===== config.mk =====
export PLATFORM = sky130hd
export DESIGN_NAME = tls_client_hello_parser_core_flat
export DESIGN_NICKNAME = d
export VERILOG_FILES = /design/src/hdl/tchp_pkg.sv /design/src/hdl/tchp_if.sv /design/src/hdl/tls_client_hello_parser_core.sv /design/src/hdl/tchp_parser.sv /design/src/hdl/tchp_fifo.sv /design/src/flat_wrapper.sv
export SDC_FILE = /design/constraint.sdc
export NUM_CORES = 2
export LEC_CHECK = 0
export BUFFER_PORTS_ARGS = -buffer_cell sky130_fd_sc_hd__clkbuf_2
export CAP_MARGIN = 10
export CORE_ASPECT_RATIO = 0.8
export CORE_UTILIZATION = 30
export CTS_BUF_LIST = sky130_fd_sc_hd__clkbuf_2
export CTS_CLUSTER_SIZE = 24
export DETAILED_ROUTE_END_ITERATION = 10
export GPL_TIMING_DRIVEN = 1
export PLACE_DENSITY_LB_ADDON = 0.12
export SYNTH_ARGS = -nofsm -noshare
export SYNTH_HDL_FRONTEND = slang
export SYNTH_HIERARCHICAL = 1
export SYNTH_SLANG_ARGS = --single-unit

===== constraint.sdc =====
create_clock -name clk_i -period 16.2 [get_ports clk_i]
set_clock_uncertainty 0.1 [all_clocks]
set_input_delay 0.81 -clock clk_i [delete_from_list [all_inputs] [get_ports clk_i]]
set_output_delay 0.81 -clock clk_i [all_outputs]
set_load 0.01 [all_outputs]

===== src/hdl/tchp_pkg.sv =====
// Shared types, phase codes and helpers for the ClientHello parser.
`timescale 1ns / 1ps
`default_nettype none
package tchp_pkg;

  localparam int unsigned PhaseW = 5;
  localparam int unsigned FifoDepth = 4;

  localparam logic [PhaseW-1:0] PH_TYPE   = 5'd0;
  localparam logic [PhaseW-1:0] PH_MLEN0  = 5'd1;
  localparam logic [PhaseW-1:0] PH_MLEN1  = 5'd2;
  localparam logic [PhaseW-1:0] PH_MLEN2  = 5'd3;
  localparam logic [PhaseW-1:0] PH_VER0   = 5'd4;
  localparam logic [PhaseW-1:0] PH_VER1   = 5'd5;
  localparam logic [PhaseW-1:0] PH_RAND   = 5'd6;
  localparam logic [PhaseW-1:0] PH_SIDLEN = 5'd7;
  localparam logic [PhaseW-1:0] PH_SID    = 5'd8;
  localparam logic [PhaseW-1:0] PH_CLEN0  = 5'd9;
  localparam logic [PhaseW-1:0] PH_CLEN1  = 5'd10;
  localparam logic [PhaseW-1:0] PH_CIPH   = 5'd11;
  localparam logic [PhaseW-1:0] PH_CMPLEN = 5'd12;
  localparam logic [PhaseW-1:0] PH_CMP    = 5'd13;
  localparam logic [PhaseW-1:0] PH_EXTL0  = 5'd14;
  localparam logic [PhaseW-1:0] PH_EXTL1  = 5'd15;
  localparam logic [PhaseW-1:0] PH_EH0    = 5'd16;
  localparam logic [PhaseW-1:0] PH_EH1    = 5'd17;
  localparam logic [PhaseW-1:0] PH_EH2    = 5'd18;
  localparam logic [PhaseW-1:0] PH_EH3    = 5'd19;
  localparam logic [PhaseW-1:0] PH_BSKIP  = 5'd20;
  localparam logic [PhaseW-1:0] PH_L16H   = 5'd21;
  localparam logic [PhaseW-1:0] PH_L16L   = 5'd22;
  localparam logic [PhaseW-1:0] PH_VLEN   = 5'd23;
  localparam logic [PhaseW-1:0] PH_PAIRS  = 5'd24;
  localparam logic [PhaseW-1:0] PH_SNIT   = 5'd25;
  localparam logic [PhaseW-1:0] PH_SNILH  = 5'd26;
  localparam logic [PhaseW-1:0] PH_SNILL  = 5'd27;
  localparam logic [PhaseW-1:0] PH_SNIN   = 5'd28;
  localparam logic [PhaseW-1:0] PH_ALPNL  = 5'd29;
  localparam logic [PhaseW-1:0] PH_ALPNN  = 5'd30;
  localparam logic [PhaseW-1:0] PH_IGNORE = 5'd31;

  localparam logic [2:0] KIND_CIPHER  = 3'd0;
  localparam logic [2:0] KIND_EXT     = 3'd1;
  localparam logic [2:0] KIND_GROUP   = 3'd2;
  localparam logic [2:0] KIND_SIGALG  = 3'd3;
  localparam logic [2:0] KIND_SUMMARY = 3'd4;

  localparam logic [15:0] EXT_SNI      = 16'h0000;
  localparam logic [15:0] EXT_GROUPS   = 16'h000a;
  localparam logic [15:0] EXT_SIGALGS  = 16'h000d;
  localparam logic [15:0] EXT_ALPN     = 16'h0010;
  localparam logic [15:0] EXT_VERSIONS = 16'h002b;
  localparam logic [7:0]  HS_CLIENT_HELLO = 8'h01;

  typedef struct packed {
    logic [2:0]  kind;
    logic [15:0] value;
    logic        run_end;
    logic        parse_ok;
    logic        grease_seen;
    logic        sni_present;
    logic [15:0] tls_version;
    logic [7:0]  alpn_char_first;
    logic [7:0]  alpn_char_second;
    logic [7:0]  alpn_length;
    logic [14:0] cipher_count;
    logic [13:0] extension_count;
  } item_t;

  typedef struct packed {
    logic  list_valid;
    item_t list_item;
    logic  sum_valid;
    item_t sum_item;
  } push_t;

  function automatic logic is_grease(input logic [15:0] v);
    return (v & 16'h0f0f) == 16'h0a0a;
  endfunction

endpackage
`default_nettype wire


===== src/hdl/tchp_if.sv =====
// Request channel interfaces for bytes in and parsed items out.
`timescale 1ns / 1ps
`default_nettype none
interface tchp_in_if;
  logic       valid;
  logic       ready;
  logic [7:0] data_byte;
  logic       last_byte;
  modport source (output valid, output data_byte, output last_byte, input ready);
  modport sink (input valid, input data_byte, input last_byte, output ready);
endinterface

interface tchp_out_if;
  logic        valid;
  logic        ready;
  logic [2:0]  kind;
  logic [15:0] value;
  logic        run_end;
  logic        parse_ok;
  logic        grease_seen;
  logic        sni_present;
  logic [15:0] tls_version;
  logic [7:0]  alpn_char_first;
  logic [7:0]  alpn_char_second;
  logic [7:0]  alpn_length;
  logic [14:0] cipher_count;
  logic [13:0] extension_count;
  modport source (output valid, output kind, output value, output run_end,
    output parse_ok, output grease_seen, output sni_present, output tls_version,
    output alpn_char_first, output alpn_char_second, output alpn_length,
    output cipher_count, output extension_count, input ready);
  modport sink (input valid, input kind, input value, input run_end,
    input parse_ok, input grease_seen, input sni_present, input tls_version,
    input alpn_char_first, input alpn_char_second, input alpn_length,
    input cipher_count, input extension_count, output ready);
endinterface
`default_nettype wire


===== src/hdl/tls_client_hello_parser_core.sv =====
// Top level of the streaming ClientHello parser.
// Usage:
//   in_i carries one handshake byte per request with last_byte marking the
//   final byte of the buffer. out_o carries parsed items: ciphers, extension
//   types, groups and signature algorithms, and a summary item (run_end 1)
//   after the byte marked last.
//   A byte is parsed in the cycle it is accepted; its items are queued
//   and reach out_o in order. One byte is taken every cycle while the result
//   queue (four entries) has room for two items, so throughput is one byte
//   per cycle when out_o is drained; only the last byte may yield two items.
//   When the receiver stalls, items collect in the queue and in_i.ready drops
//   once fewer than two entries are free; nothing is lost.
//   Reset clears the parse state to expect a new type byte and empties the
//   queue. After each summary the parser returns to that same state.
//   If parse_ok is 0 on a summary, the items given for that message are void.
`timescale 1ns / 1ps
`default_nettype none
module tls_client_hello_parser_core (
  input  wire logic   clk_i,
  input  wire logic   rst_ni,
  tchp_in_if.sink     in_i,
  tchp_out_if.source  out_o
);

  tchp_pkg::push_t push;
  tchp_pkg::item_t head;
  logic            room;
  logic            accept;

  assign in_i.ready = room;
  assign accept = in_i.valid && room;

  tchp_parser u_parser (
    .clk_i       (clk_i),
    .rst_ni      (rst_ni),
    .accept_i    (accept),
    .data_byte_i (in_i.data_byte),
    .last_byte_i (in_i.last_byte),
    .push_o      (push)
  );

  tchp_fifo u_fifo (
    .clk_i   (clk_i),
    .rst_ni  (rst_ni),
    .push_i  (push),
    .pop_i   (out_o.ready),
    .room_o  (room),
    .valid_o (out_o.valid),
    .item_o  (head)
  );

  assign out_o.kind             = head.kind;
  assign out_o.value            = head.value;
  assign out_o.run_end          = head.run_end;
  assign out_o.parse_ok         = head.parse_ok;
  assign out_o.grease_seen      = head.grease_seen;
  assign out_o.sni_present      = head.sni_present;
  assign out_o.tls_version      = head.tls_version;
  assign out_o.alpn_char_first  = head.alpn_char_first;
  assign out_o.alpn_char_second = head.alpn_char_second;
  assign out_o.alpn_length      = head.alpn_length;
  assign out_o.cipher_count     = head.cipher_count;
  assign out_o.extension_count  = head.extension_count;

endmodule
`default_nettype wire


===== src/hdl/tchp_parser.sv =====
// Byte-wise ClientHello parse state and item generation.
`timescale 1ns / 1ps
`default_nettype none
module tchp_parser (
  input  wire logic            clk_i,
  input  wire logic            rst_ni,
  input  wire logic            accept_i,
  input  wire logic [7:0]      data_byte_i,
  input  wire logic            last_byte_i,
  output tchp_pkg::push_t      push_o
);

  logic [4:0]  phase_q, phase_d;
  logic [23:0] mrem_q, mrem_d;
  logic [15:0] srem_q, srem_d;
  logic [15:0] xrem_q, xrem_d;
  logic [15:0] brem_q, brem_d;
  logic [15:0] irem_q, irem_d;
  logic [15:0] ext_q, ext_d;
  logic [7:0]  hold_q, hold_d;
  logic [15:0] legacy_q, legacy_d;
  logic [15:0] best_q, best_d;
  logic [3:0]  flags_q, flags_d;
  logic [23:0] alpn_q, alpn_d;
  logic [14:0] ccnt_q, ccnt_d;
  logic [13:0] ecnt_q, ecnt_d;

  always_comb begin
    logic [4:0]  ph;
    logic [23:0] mr;
    logic [15:0] sr, xr, br, ir, et, lv, bv, v;
    logic [7:0]  hb, b;
    logic [3:0]  fl;
    logic [23:0] al;
    logic [14:0] cc;
    logic [13:0] ec;
    logic        ev;
    logic [2:0]  ek;
    logic [15:0] eval;
    logic        ok;
    ph = phase_q; mr = mrem_q; sr = srem_q; xr = xrem_q; br = brem_q;
    ir = irem_q; et = ext_q; hb = hold_q; lv = legacy_q; bv = best_q;
    fl = flags_q; al = alpn_q; cc = ccnt_q; ec = ecnt_q;
    b = data_byte_i; v = '0;
    ev = 1'b0; ek = tchp_pkg::KIND_CIPHER; eval = '0;

    if (ph == tchp_pkg::PH_TYPE) begin
      if (b != tchp_pkg::HS_CLIENT_HELLO) begin
        fl[3] = 1'b1; ph = tchp_pkg::PH_IGNORE;
      end else begin
        ph = tchp_pkg::PH_MLEN0;
      end
    end else if (ph == tchp_pkg::PH_MLEN0) begin
      mr = {b, 16'h0000}; ph = tchp_pkg::PH_MLEN1;
    end else if (ph == tchp_pkg::PH_MLEN1) begin
      mr[15:8] = b; ph = tchp_pkg::PH_MLEN2;
    end else if (ph == tchp_pkg::PH_MLEN2) begin
      mr[7:0] = b; ph = tchp_pkg::PH_VER0;
      if (mr == '0) begin
        fl[3] = 1'b1; ph = tchp_pkg::PH_IGNORE;
      end
    end else if (ph == tchp_pkg::PH_IGNORE) begin
      if (fl[2] && !fl[3] && mr != '0) mr = mr - 24'd1;
    end else begin
      if (mr != '0) mr = mr - 24'd1;
      if (ph >= tchp_pkg::PH_EH0 && xr != '0) xr = xr - 16'd1;
      if (ph >= tchp_pkg::PH_BSKIP && br != '0) br = br - 16'd1;
      case (ph)
        tchp_pkg::PH_VER0: begin
          hb = b; ph = tchp_pkg::PH_VER1;
        end
        tchp_pkg::PH_VER1: begin
          lv = {hb, b}; sr = 16'd32; ph = tchp_pkg::PH_RAND;
        end
        tchp_pkg::PH_RAND: begin
          sr = sr - 16'd1;
          if (sr == '0) ph = tchp_pkg::PH_SIDLEN;
        end
        tchp_pkg::PH_SIDLEN: begin
          if ({16'h0000, b} > mr) begin
            fl[3] = 1'b1; ph = tchp_pkg::PH_IGNORE;
          end else begin
            sr = {8'h00, b};
            ph = (b == '0) ? tchp_pkg::PH_CLEN0 : tchp_pkg::PH_SID;
          end
        end
        tchp_pkg::PH_SID: begin
          sr = sr - 16'd1;
          if (sr == '0) ph = tchp_pkg::PH_CLEN0;
        end
        tchp_pkg::PH_CLEN0: begin
          hb = b; ph = tchp_pkg::PH_CLEN1;
        end
        tchp_pkg::PH_CLEN1: begin
          v = {hb, b};
          if ({8'h00, v} > mr || v[0]) begin
            fl[3] = 1'b1; ph = tchp_pkg::PH_IGNORE;
          end else begin
            sr = v;
            ph = (v == '0) ? tchp_pkg::PH_CMPLEN : tchp_pkg::PH_CIPH;
          end
        end
        tchp_pkg::PH_CIPH: begin
          sr = sr - 16'd1;
          if (sr[0]) begin
            hb = b;
          end else begin
            v = {hb, b};
            if (tchp_pkg::is_grease(v)) begin
              fl[0] = 1'b1;
            end else begin
              ev = 1'b1; ek = tchp_pkg::KIND_CIPHER; eval = v;
              if (cc != '1) cc = cc + 15'd1;
            end
          end
          if (sr == '0) ph = tchp_pkg::PH_CMPLEN;
        end
        tchp_pkg::PH_CMPLEN: begin
          if ({16'h0000, b} > mr) begin
            fl[3] = 1'b1; ph = tchp_pkg::PH_IGNORE;
          end else begin
            sr = {8'h00, b};
            ph = (b == '0) ? tchp_pkg::PH_EXTL0 : tchp_pkg::PH_CMP;
          end
        end
        tchp_pkg::PH_CMP: begin
          sr = sr - 16'd1;
          if (sr == '0) ph = tchp_pkg::PH_EXTL0;
        end
        tchp_pkg::PH_EXTL0: begin
          hb = b; ph = tchp_pkg::PH_EXTL1;
        end
        tchp_pkg::PH_EXTL1: begin
          v = {hb, b};
          if ({8'h00, v} > mr) begin
            fl[3] = 1'b1; ph = tchp_pkg::PH_IGNORE;
          end else begin
            xr = v;
            if (xr == '0) begin
              fl[2] = 1'b1; ph = tchp_pkg::PH_IGNORE;
            end else if (xr < 16'd4) begin
              fl[3] = 1'b1; ph = tchp_pkg::PH_IGNORE;
            end else begin
              ph = tchp_pkg::PH_EH0;
            end
          end
        end
        tchp_pkg::PH_EH0: begin
          hb = b; ph = tchp_pkg::PH_EH1;
        end
        tchp_pkg::PH_EH1: begin
          et = {hb, b}; ph = tchp_pkg::PH_EH2;
        end
        tchp_pkg::PH_EH2: begin
          hb = b; ph = tchp_pkg::PH_EH3;
        end
        tchp_pkg::PH_EH3: begin
          v = {hb, b};
          if (v > xr) begin
            fl[3] = 1'b1; ph = tchp_pkg::PH_IGNORE;
          end else begin
            br = v;
            ph = tchp_pkg::PH_BSKIP;
            if (tchp_pkg::is_grease(et)) begin
              fl[0] = 1'b1;
            end else begin
              ev = 1'b1; ek = tchp_pkg::KIND_EXT; eval = et;
              if (ec != '1) ec = ec + 14'd1;
              if (et == tchp_pkg::EXT_SNI) begin
                if (br >= 16'd5) ph = tchp_pkg::PH_L16H;
              end else if (et == tchp_pkg::EXT_GROUPS || et == tchp_pkg::EXT_SIGALGS ||
                           et == tchp_pkg::EXT_ALPN) begin
                if (br >= 16'd2) ph = tchp_pkg::PH_L16H;
              end else if (et == tchp_pkg::EXT_VERSIONS) begin
                if (br >= 16'd1) ph = tchp_pkg::PH_VLEN;
              end
            end
          end
        end
        tchp_pkg::PH_L16H: begin
          hb = b; ph = tchp_pkg::PH_L16L;
        end
        tchp_pkg::PH_L16L: begin
          v = {hb, b};
          ph = tchp_pkg::PH_BSKIP;
          if (v <= br) begin
            ir = v;
            if (et == tchp_pkg::EXT_SNI) begin
              ph = (ir < 16'd3) ? tchp_pkg::PH_BSKIP : tchp_pkg::PH_SNIT;
            end else if (et == tchp_pkg::EXT_ALPN) begin
              if (v != '0) ph = tchp_pkg::PH_ALPNL;
            end else if (!v[0] && v != '0) begin
              ph = tchp_pkg::PH_PAIRS;
            end
          end
        end
        tchp_pkg::PH_VLEN: begin
          ph = tchp_pkg::PH_BSKIP;
          if (!({8'h00, b} > br || b[0])) begin
            bv = '0;
            ir = {8'h00, b};
            if (b != '0) ph = tchp_pkg::PH_PAIRS;
          end
        end
        tchp_pkg::PH_PAIRS: begin
          if (ir != '0) ir = ir - 16'd1;
          if (ir[0]) begin
            hb = b;
          end else begin
            v = {hb, b};
            if (et == tchp_pkg::EXT_GROUPS) begin
              if (!tchp_pkg::is_grease(v)) begin
                ev = 1'b1; ek = tchp_pkg::KIND_GROUP; eval = v;
              end
            end else if (et == tchp_pkg::EXT_SIGALGS) begin
              ev = 1'b1; ek = tchp_pkg::KIND_SIGALG; eval = v;
            end else if (!tchp_pkg::is_grease(v) && v > bv) begin
              bv = v;
            end
          end
          if (ir == '0) ph = tchp_pkg::PH_BSKIP;
        end
        tchp_pkg::PH_SNIT: begin
          ir = ir - 16'd1; sr = {8'h00, b}; ph = tchp_pkg::PH_SNILH;
        end
        tchp_pkg::PH_SNILH: begin
          ir = ir - 16'd1; hb = b; ph = tchp_pkg::PH_SNILL;
        end
        tchp_pkg::PH_SNILL: begin
          ir = ir - 16'd1;
          v = {hb, b};
          if (v > ir) begin
            ph = tchp_pkg::PH_BSKIP;
          end else if (sr == '0) begin
            fl[1] = 1'b1; ph = tchp_pkg::PH_BSKIP;
          end else begin
            sr = v;
            if (v == '0) begin
              ph = (ir < 16'd3) ? tchp_pkg::PH_BSKIP : tchp_pkg::PH_SNIT;
            end else begin
              ph = tchp_pkg::PH_SNIN;
            end
          end
        end
        tchp_pkg::PH_SNIN: begin
          ir = ir - 16'd1;
          if (sr != '0) sr = sr - 16'd1;
          if (sr == '0) ph = (ir < 16'd3) ? tchp_pkg::PH_BSKIP : tchp_pkg::PH_SNIT;
        end
        tchp_pkg::PH_ALPNL: begin
          ir = ir - 16'd1;
          ph = tchp_pkg::PH_BSKIP;
          if ({8'h00, b} <= ir && al[7:0] == '0) begin
            al = {16'h0000, b};
            if (b != '0) begin
              sr = (b >= 8'd2) ? 16'd2 : 16'd1;
              hb = '0;
              ph = tchp_pkg::PH_ALPNN;
            end
          end
        end
        tchp_pkg::PH_ALPNN: begin
          if (hb == '0) al[15:8] = al[15:8] | b;
          else al[23:16] = al[23:16] | b;
          hb = hb + 8'd1;
          if (sr != '0) sr = sr - 16'd1;
          if (sr == '0) ph = tchp_pkg::PH_BSKIP;
        end
        default: begin
        end
      endcase
      if (ph >= tchp_pkg::PH_BSKIP && ph != tchp_pkg::PH_IGNORE && br == '0) begin
        if (xr == '0) begin
          fl[2] = 1'b1; ph = tchp_pkg::PH_IGNORE;
        end else if (xr < 16'd4) begin
          fl[3] = 1'b1; ph = tchp_pkg::PH_IGNORE;
        end else begin
          ph = tchp_pkg::PH_EH0;
        end
      end
      if (mr == '0 && ph != tchp_pkg::PH_IGNORE) begin
        if (ph == tchp_pkg::PH_EXTL0) fl[2] = 1'b1;
        else fl[3] = 1'b1;
        ph = tchp_pkg::PH_IGNORE;
      end
    end

    ok = fl[2] && !fl[3] && mr == '0;
    push_o = '0;
    push_o.list_valid = accept_i && ev;
    push_o.list_item.kind = ek;
    push_o.list_item.value = eval;
    push_o.sum_valid = accept_i && last_byte_i;
    push_o.sum_item.kind = tchp_pkg::KIND_SUMMARY;
    push_o.sum_item.run_end = 1'b1;
    push_o.sum_item.parse_ok = ok;
    push_o.sum_item.grease_seen = fl[0];
    push_o.sum_item.sni_present = fl[1];
    push_o.sum_item.tls_version = (bv != '0) ? bv : lv;
    push_o.sum_item.alpn_char_first = al[15:8];
    push_o.sum_item.alpn_char_second = al[23:16];
    push_o.sum_item.alpn_length = al[7:0];
    push_o.sum_item.cipher_count = cc;
    push_o.sum_item.extension_count = ec;

    phase_d = ph; mrem_d = mr; srem_d = sr; xrem_d = xr; brem_d = br;
    irem_d = ir; ext_d = et; hold_d = hb; legacy_d = lv; best_d = bv;
    flags_d = fl; alpn_d = al; ccnt_d = cc; ecnt_d = ec;
    if (last_byte_i) begin
      phase_d = tchp_pkg::PH_TYPE;
      mrem_d = '0; srem_d = '0; xrem_d = '0; brem_d = '0; irem_d = '0;
      ext_d = '0; hold_d = '0; legacy_d = '0; best_d = '0;
      flags_d = '0; alpn_d = '0; ccnt_d = '0; ecnt_d = '0;
    end
  end

  always_ff @(posedge clk_i or negedge rst_ni) begin
    if (!rst_ni) begin
      phase_q <= tchp_pkg::PH_TYPE;
      mrem_q <= '0; srem_q <= '0; xrem_q <= '0; brem_q <= '0; irem_q <= '0;
      ext_q <= '0; hold_q <= '0; legacy_q <= '0; best_q <= '0;
      flags_q <= '0; alpn_q <= '0; ccnt_q <= '0; ecnt_q <= '0;
    end else if (accept_i) begin
      phase_q <= phase_d;
      mrem_q <= mrem_d; srem_q <= srem_d; xrem_q <= xrem_d; brem_q <= brem_d;
      irem_q <= irem_d; ext_q <= ext_d; hold_q <= hold_d; legacy_q <= legacy_d;
      best_q <= best_d; flags_q <= flags_d; alpn_q <= alpn_d;
      ccnt_q <= ccnt_d; ecnt_q <= ecnt_d;
    end
  end

endmodule
`default_nettype wire


===== src/hdl/tchp_fifo.sv =====
// Result queue taking up to two items per cycle and giving one.
`timescale 1ns / 1ps
`default_nettype none
module tchp_fifo (
  input  wire logic             clk_i,
  input  wire logic             rst_ni,
  input  wire tchp_pkg::push_t  push_i,
  input  wire logic             pop_i,
  output logic                  room_o,
  output logic                  valid_o,
  output tchp_pkg::item_t       item_o
);

  localparam int unsigned PtrW = $clog2(tchp_pkg::FifoDepth);

  tchp_pkg::item_t mem_q [tchp_pkg::FifoDepth];
  logic [PtrW-1:0] wp_q, rp_q, wp_b;
  logic [PtrW:0]   cnt_q;
  logic            pop;

  assign valid_o = cnt_q != '0;
  assign pop     = pop_i && valid_o;
  assign room_o  = cnt_q <= (PtrW+1)'(tchp_pkg::FifoDepth - 2);
  assign item_o  = mem_q[rp_q];
  assign wp_b    = wp_q + PtrW'(push_i.list_valid);

  always_ff @(posedge clk_i) begin
    if (push_i.list_valid) mem_q[wp_q] <= push_i.list_item;
    if (push_i.sum_valid) mem_q[wp_b] <= push_i.sum_item;
  end

  always_ff @(posedge clk_i or negedge rst_ni) begin
    if (!rst_ni) begin
      wp_q  <= '0;
      rp_q  <= '0;
      cnt_q <= '0;
    end else begin
      wp_q  <= wp_b + PtrW'(push_i.sum_valid);
      rp_q  <= rp_q + PtrW'(pop);
      cnt_q <= cnt_q + (PtrW+1)'(push_i.list_valid) + (PtrW+1)'(push_i.sum_valid)
               - (PtrW+1)'(pop);
    end
  end

endmodule
`default_nettype wire

===== src/flat_wrapper.sv =====
// flat-port wrapper written by rule: the top's interface ports become plain ports
module tls_client_hello_parser_core_flat 
  (clk_i, rst_ni, in_i_valid, in_i_data_byte, in_i_last_byte, in_i_ready, out_o_valid, out_o_kind, out_o_value, out_o_run_end, out_o_parse_ok, out_o_grease_seen, out_o_sni_present, out_o_tls_version, out_o_alpn_char_first, out_o_alpn_char_second, out_o_alpn_length, out_o_cipher_count, out_o_extension_count, out_o_ready);
  tchp_in_if in_i_i ();
  tchp_out_if out_o_i ();
  input  wire logic clk_i;
  input  wire logic rst_ni;
  input wire logic [$bits(in_i_i.valid)-1:0] in_i_valid;
  input wire logic [$bits(in_i_i.data_byte)-1:0] in_i_data_byte;
  input wire logic [$bits(in_i_i.last_byte)-1:0] in_i_last_byte;
  output wire logic [$bits(in_i_i.ready)-1:0] in_i_ready;
  output wire logic [$bits(out_o_i.valid)-1:0] out_o_valid;
  output wire logic [$bits(out_o_i.kind)-1:0] out_o_kind;
  output wire logic [$bits(out_o_i.value)-1:0] out_o_value;
  output wire logic [$bits(out_o_i.run_end)-1:0] out_o_run_end;
  output wire logic [$bits(out_o_i.parse_ok)-1:0] out_o_parse_ok;
  output wire logic [$bits(out_o_i.grease_seen)-1:0] out_o_grease_seen;
  output wire logic [$bits(out_o_i.sni_present)-1:0] out_o_sni_present;
  output wire logic [$bits(out_o_i.tls_version)-1:0] out_o_tls_version;
  output wire logic [$bits(out_o_i.alpn_char_first)-1:0] out_o_alpn_char_first;
  output wire logic [$bits(out_o_i.alpn_char_second)-1:0] out_o_alpn_char_second;
  output wire logic [$bits(out_o_i.alpn_length)-1:0] out_o_alpn_length;
  output wire logic [$bits(out_o_i.cipher_count)-1:0] out_o_cipher_count;
  output wire logic [$bits(out_o_i.extension_count)-1:0] out_o_extension_count;
  input wire logic [$bits(out_o_i.ready)-1:0] out_o_ready;
  assign in_i_i.valid = in_i_valid;
  assign in_i_i.data_byte = in_i_data_byte;
  assign in_i_i.last_byte = in_i_last_byte;
  assign in_i_ready = in_i_i.ready;
  assign out_o_valid = out_o_i.valid;
  assign out_o_kind = out_o_i.kind;
  assign out_o_value = out_o_i.value;
  assign out_o_run_end = out_o_i.run_end;
  assign out_o_parse_ok = out_o_i.parse_ok;
  assign out_o_grease_seen = out_o_i.grease_seen;
  assign out_o_sni_present = out_o_i.sni_present;
  assign out_o_tls_version = out_o_i.tls_version;
  assign out_o_alpn_char_first = out_o_i.alpn_char_first;
  assign out_o_alpn_char_second = out_o_i.alpn_char_second;
  assign out_o_alpn_length = out_o_i.alpn_length;
  assign out_o_cipher_count = out_o_i.cipher_count;
  assign out_o_extension_count = out_o_i.extension_count;
  assign out_o_i.ready = out_o_ready;
  tls_client_hello_parser_core u_core (.clk_i(clk_i), .rst_ni(rst_ni), .in_i(in_i_i), .out_o(out_o_i));
endmodule

## After elaboration in Yosys (flattened, before gate mapping)

Memories as Yosys holds them, arrays and structs flattened.
Cells that the tools add are included.

| operators by class | value |
|---|---|
| reduce and logical (&&, ||, !) cells | 63 |
| order comparisons | 20 |
| bitwise operators | 2 |
| eq/ne operators | 58 |
| multiplexer cells | 314 |
| $add $sub $neg | 14 |

Operator list:

| operator | number |
|---|---|
| $mux W16 | 117 |
| $mux W24 | 18 |
| $mux W5 | 39 |
| $mux W15 | 10 |
| $logic_not A16 Y1 | 9 |
| $pmux W16 S9 | 1 |
| $mux W14 | 10 |
| $mux W8 | 17 |
| $pmux W5 S26 | 1 |
| $reduce_bool A16 Y1 | 6 |
| $eq A5 B5 Y1 const B | 15 |
| $logic_not A24 Y1 | 3 |
| $mux W4 | 18 |
| $pmux W16 S2 | 2 |
| $pmux W16 S4 | 1 |
| $sub A16 B1 Y16 const B | 4 |
| $mux W1 | 56 |
| $gt A16 B16 Y1 | 3 |
| $pmux W16 S3 | 1 |
| $eq A5 B4 Y1 const B | 9 |
| $pmux W8 S5 | 1 |
| $eq A16 B4 Y1 const B | 2 |
| $lt A16 B2 Y1 const B | 2 |
| $lt A16 B3 Y1 const B | 2 |
| 60 further kinds | 124 |

| word-level totals | value |
|---|---|
| register bits after elaboration | 213 |
| logic and storage cells | 489 |
| output and inout port bits | 94 |
| memories | 1 |
| bits in writable memories | 368 |

Memory list:

| name | words | bits a word | read ports | clocked after Yosys merged registers in | write ports | RTL line | RTL |
|---|---|---|---|---|---|---|---|
| u_core.u_fifo.mem_q | 4 | 92 | 1 | 0 | 2 | tchp_fifo.sv:16 | `tchp_pkg::item_t mem_q [tchp_pkg::FifoDepth];` |

## Depth between registers and ports, before layout

| logic depth | value |
|---|---|
| depth in word-level cells | 37 |
| gate-level depth with buffers | 24 |

## Hierarchy

The synthesis kept the hierarchy.

Modules (own cells, without submodules):

| module | area an instance (sq um) | sequential area each (sq um) | cells an instance | instances |
|---|---|---|---|---|
| tchp_parser | 18452.7 | 5154.9 | 2385 | 1 |
| tchp_fifo | 18154.9 | 11225.8 | 927 | 1 |
| tls_client_hello_parser_core | 6.3 | 0.0 | 1 | 1 |

## Worst setup path before layout

OpenSTA, ideal clock, no wires.

| timing | value |
|---|---|
| kind | register -> register |
| from | reg u_core.u_parser.xrem_q[6] |
| to | mem u_core/u_fifo/mem_q[2][0] (netlist bit), enable pin |
| setup time | 682 ps |
| stages on the path, launching flop included | 17 |
| slack | 4524 ps |
| arrival | 10894 ps |
| period minus slack after synthesis | 11676 ps |
| path through | dfrtp_1 or4_1 nor4_2 a31oi_1 nand4_1 nor3_1 xnor2_1 ha_1 nand4_1 nor4_1 and4_1 nand2_1 a21oi_1 nor2_1 nor4_1 inv_1 o32ai_1 |

RTL lines:

| element | RTL line | RTL |
|---|---|---|
| from (decl) | tchp_parser.sv:16 | `logic [15:0] xrem_q, xrem_d;` |
| from (signal assigned) | tchp_parser.sv:325 | `mrem_q <= mrem_d; srem_q <= srem_d; xrem_q <= xrem_d; brem_q <= brem_d;` |
| to (decl) | tchp_fifo.sv:16 |  |

==> results.yml <==
min_path:
  hold_depth: 4
  hold_path.class: "in -> reg"
  hold_path_end: "u_core/u_parser/flags_q[1]$_DFFE_PN0P_"
  worstHoldStart: "in_i_last_byte"
global_routing:
  grt.overflow.total: 0
  grt_pass1_vias: 27700
  grt_use_met1_pct: 30.88
  grt_busiest_layer: "met1"
  grt_max_degree: 126
  met3_usage_pct: 3.838
  met2_usage_pct: 29.31
  antenna_found_initial: 4
  grt_pass1_wl_mm: 189.5
  grt_usage_pct: 20.55
cells_and_area:
  fin_util_pct: 33.18
  n_fill_cell: 12540
  register_area_sq_um: 16390
  drive_above_1_share_pct: 27.37
  area_delta_synth_final_pct: 9.596
  final_cells: 5197
  multiInputGateArea_sq_um: 18530
  layout.nets: 3562
  stdcell_area_sq_um: 40130
synthesis:
  async_reset_ff_share_pct: 36.66
  ys.flop_type: "edfxtp_1"
  syn_area_sq_um: 36610
  synth_edf_count: 368
  avgSynthCellArea_sq_um: 11.05
  netlist_instances: 3313
  synth-seq-cells: 581
  synth_warnings: 6
  synthTopCellsByArea: "edfxtp_1, dfrtp_1, mux2_2"
  synth_top_area_cell: "edfxtp_1"
  synth_cell_types: 97
  seq_area_frac_synth_pct: 44.74
  synth_top_area_share_pct: 30.18
route:
  viasPerCell: 5.379
  wl_mm: 127.1
  drt_iter0_drc: 2613
  dr.pass1.iters: 7
  drtAntennaViolNets: 0
  routed-via-count: 27950
  drt-wirelength-per-cell_um: 24.45
  drc_errors: 0
timing:
  hold_viol: 0
  fin_crit_ns: 8.460
  tightest_slew_ns: 1.208
  report.final.slew_viol_count: 0
  finalSetupTns_ns: 0
  rsz0062_at_grt: "false"
  slew-limit-headroom_pct: 18.69
  finalCritPeriodShare_pct: 52.22
  fmax_mhz: 118.2
  setup_violations: 0
  timing.hold.ws_ns: 0.3258
  fin_ws_ns: 7.740
cts:
  root_buffer: "clkbuf_2"
  htree_levels: 4
  clock_sinks: 581
  cts_tree: "yes"
  clock_latency_ns: 1.52
  numCtsBuffers: 163
  clk_pin_slew_worst_paths_ns: 0.09
  cts_resized: 0
  clk_path_buf_depth: 3
place:
  gp_congestion: 0.8968
  placed_area_sq_um: 38470
  dp_worst_setup_slack_ns: 7.730
  dp_cells: 4893
  dp_hpwl_mm: 81.62
  portBuffers: 106
worst_setup_path:
  path_cells: "or4_1, nor4_2, a31oi_1, nand4_1, nor3_1, xnor2_1, ha_1, nand4_1, nor4_1, and4_1, nand2_1, a21oi_1, buf_4, nor2_1, nor4_1, ha_1, xnor2_2, and3_4, a31o_4, buf_4"
  r2r_cells: 20
  start_kind: "flop"
  critPathArrivalTime_ns: 9.46
  reg2reg_from: "u_core/u_parser/xrem_q[6]$_DFFE_PN0P_"
  cp_max_fo: 54
  crit_family: "simple AND/OR/NAND/NOR gates"
  cp.buffers_inverters: 2
  critical_path_class: "reg -> reg"
  end_kind: "flop"
  crit_slowest_cell: "and3_4"
  cp_slowest_stage_delay_ns: 0.96
  cp.required_ns: 17.20
  regToRegSetupSlack_ns: 7.74
  r2r-end: "u_core/u_fifo/mem_q[1][45]$_DFFE_PP_"
power_and_ir_drop:
  peakVddDrop_mv: 0.06106
  power_density_nw_per_um2: 170.3
  finalPower_mw: 6.832
  leakagePower_nw: 15.28
die:
  std_cell_rows: 114
  io_pins: 107
  die_area_sq_um: 123500
  die_y_um: 314.5
  die_w_um: 392.6
  fp.coreArea_sq_um: 121000
  start_util_pct: 30.27
status:
  status: "completed"
run:
  cap_violations: 0
synthesized netlist by cell type (all sizes together), types with 27 or more instances:
library cell / instances
mux2: 372
edfxtp: 368
nand2: 277
dfrtp: 213
o21ai: 189
nor2: 179
buf: 169
clkbuf: 153
a21oi: 146
ha: 97
inv: 97
mux4: 92
a22o: 72
nand3: 69
xnor2: 68
nor4: 63
nand4: 59
a22oi: 58
nor3: 58
o31ai: 37
o2bb2ai: 35
o22ai: 28
xor2: 27
logic make-up after synthesis:
family	count (synthesis)	share of synthesized area (%)
and+or+nand+nor	884	12.18
AOI/OAI and AO/OA	758	14.01
DFF	581	44.74
muxes	475	17.40
buffers and inverters	419	5.932
adders and majority gates	99	3.424
xor gates and xnor gates	95	2.293
other	2	0.02051
flip-flops by register name, indices dropped and copies added (netlist names), 15 cells and up:
register and cells:
u_core/u_parser/ext_q 16, u_core/u_parser/best_q 16, u_core/u_parser/srem_q 16, u_core/u_parser/mrem_q 24, u_core/u_parser/ccnt_q 15, u_core/u_parser/brem_q 16
u_core/u_parser/alpn_q 24, u_core/u_parser/irem_q 16, u_core/u_parser/legacy_q 16, u_core/u_fifo/mem_q 368, u_core/u_parser/xrem_q 16
power by group:
group / switching, mW / internal, mW
registers: 0.267 / 1.79
logic: 2.32 / 1.32
clock network: 0.685 / 0.448
worst max path at each step:
stage          cells past startpoint                             startpoint                                   end
6_report                          20  u_core/u_parser/xrem_q[6]$_DFFE_PN0P_  u_core/u_fifo/mem_q[1][45]$_DFFE_PP_
5_1_grt                           20  u_core/u_parser/xrem_q[6]$_DFFE_PN0P_  u_core/u_fifo/mem_q[1][45]$_DFFE_PP_
4_1_cts                           20  u_core/u_parser/xrem_q[6]$_DFFE_PN0P_  u_core/u_fifo/mem_q[1][26]$_DFFE_PP_
3_5_place_dp                      20  u_core/u_parser/xrem_q[6]$_DFFE_PN0P_  u_core/u_fifo/mem_q[1][38]$_DFFE_PP_
3_3_place_gp                      20  u_core/u_parser/xrem_q[6]$_DFFE_PN0P_  u_core/u_fifo/mem_q[1][46]$_DFFE_PP_
2_1_floorplan                     16  u_core/u_parser/xrem_q[6]$_DFFE_PN0P_   u_core/u_fifo/mem_q[2][0]$_DFFE_PP_
worst min-delay path, delay by kind of cell:
family / cells / cell delay, ns
AOI/OAI and AO/OA: 1 / 0.15
and+or+nand+nor: 1 / 0.18
buffers and inverters: 2 / 0.71
cell usage in the layout (no fill, tap or decap), drive strengths merged, types with 16 or more instances in the layout:
master	n
o2bb2ai	35
dfrtp	213
o211ai	16
inv	101
nor2b	23
nand2b	23
and3	18
or4	21
nor4	63
nand3	69
a21oi	146
conb	94
ha	97
nand2	277
buf	83
o21ai	189
o22ai	28
edfxtp	368
xor2	27
clkinv	23
nand4	59
clkbuf	359
mux4	92
a22o	72
a222oi	18
a31oi	24
a21o	20
xnor2	68
o31ai	37
and2	20
mux2	372
nor3	58
nor2	179
a22oi	58
metal layers:
metal	vias to the layer above	wire, um
li1	12870	-
met5	-	0
met4	0	2775
met2	865	53730
met1	14040	63170
met3	174	7404
final cells by class:
type	instances	area share (%)
clock buffers	255	3.180
diodes	3	0.01871
repair buffers	202	3.318
clock inverters	30	0.4958
inverters	97	0.9105
well taps	1624	5.064
multi-input cells	2405	46.17
flip-flops and latches	581	40.84
what timing repair did:
| item | CTS | global route |
|---|---|---|
| hold buffers | 16 | 0 |
| endpoints found under the hold margin | 321 | 0 |
| setup buffers | 0 | 0 |
(Power assumes the default switching activity.)
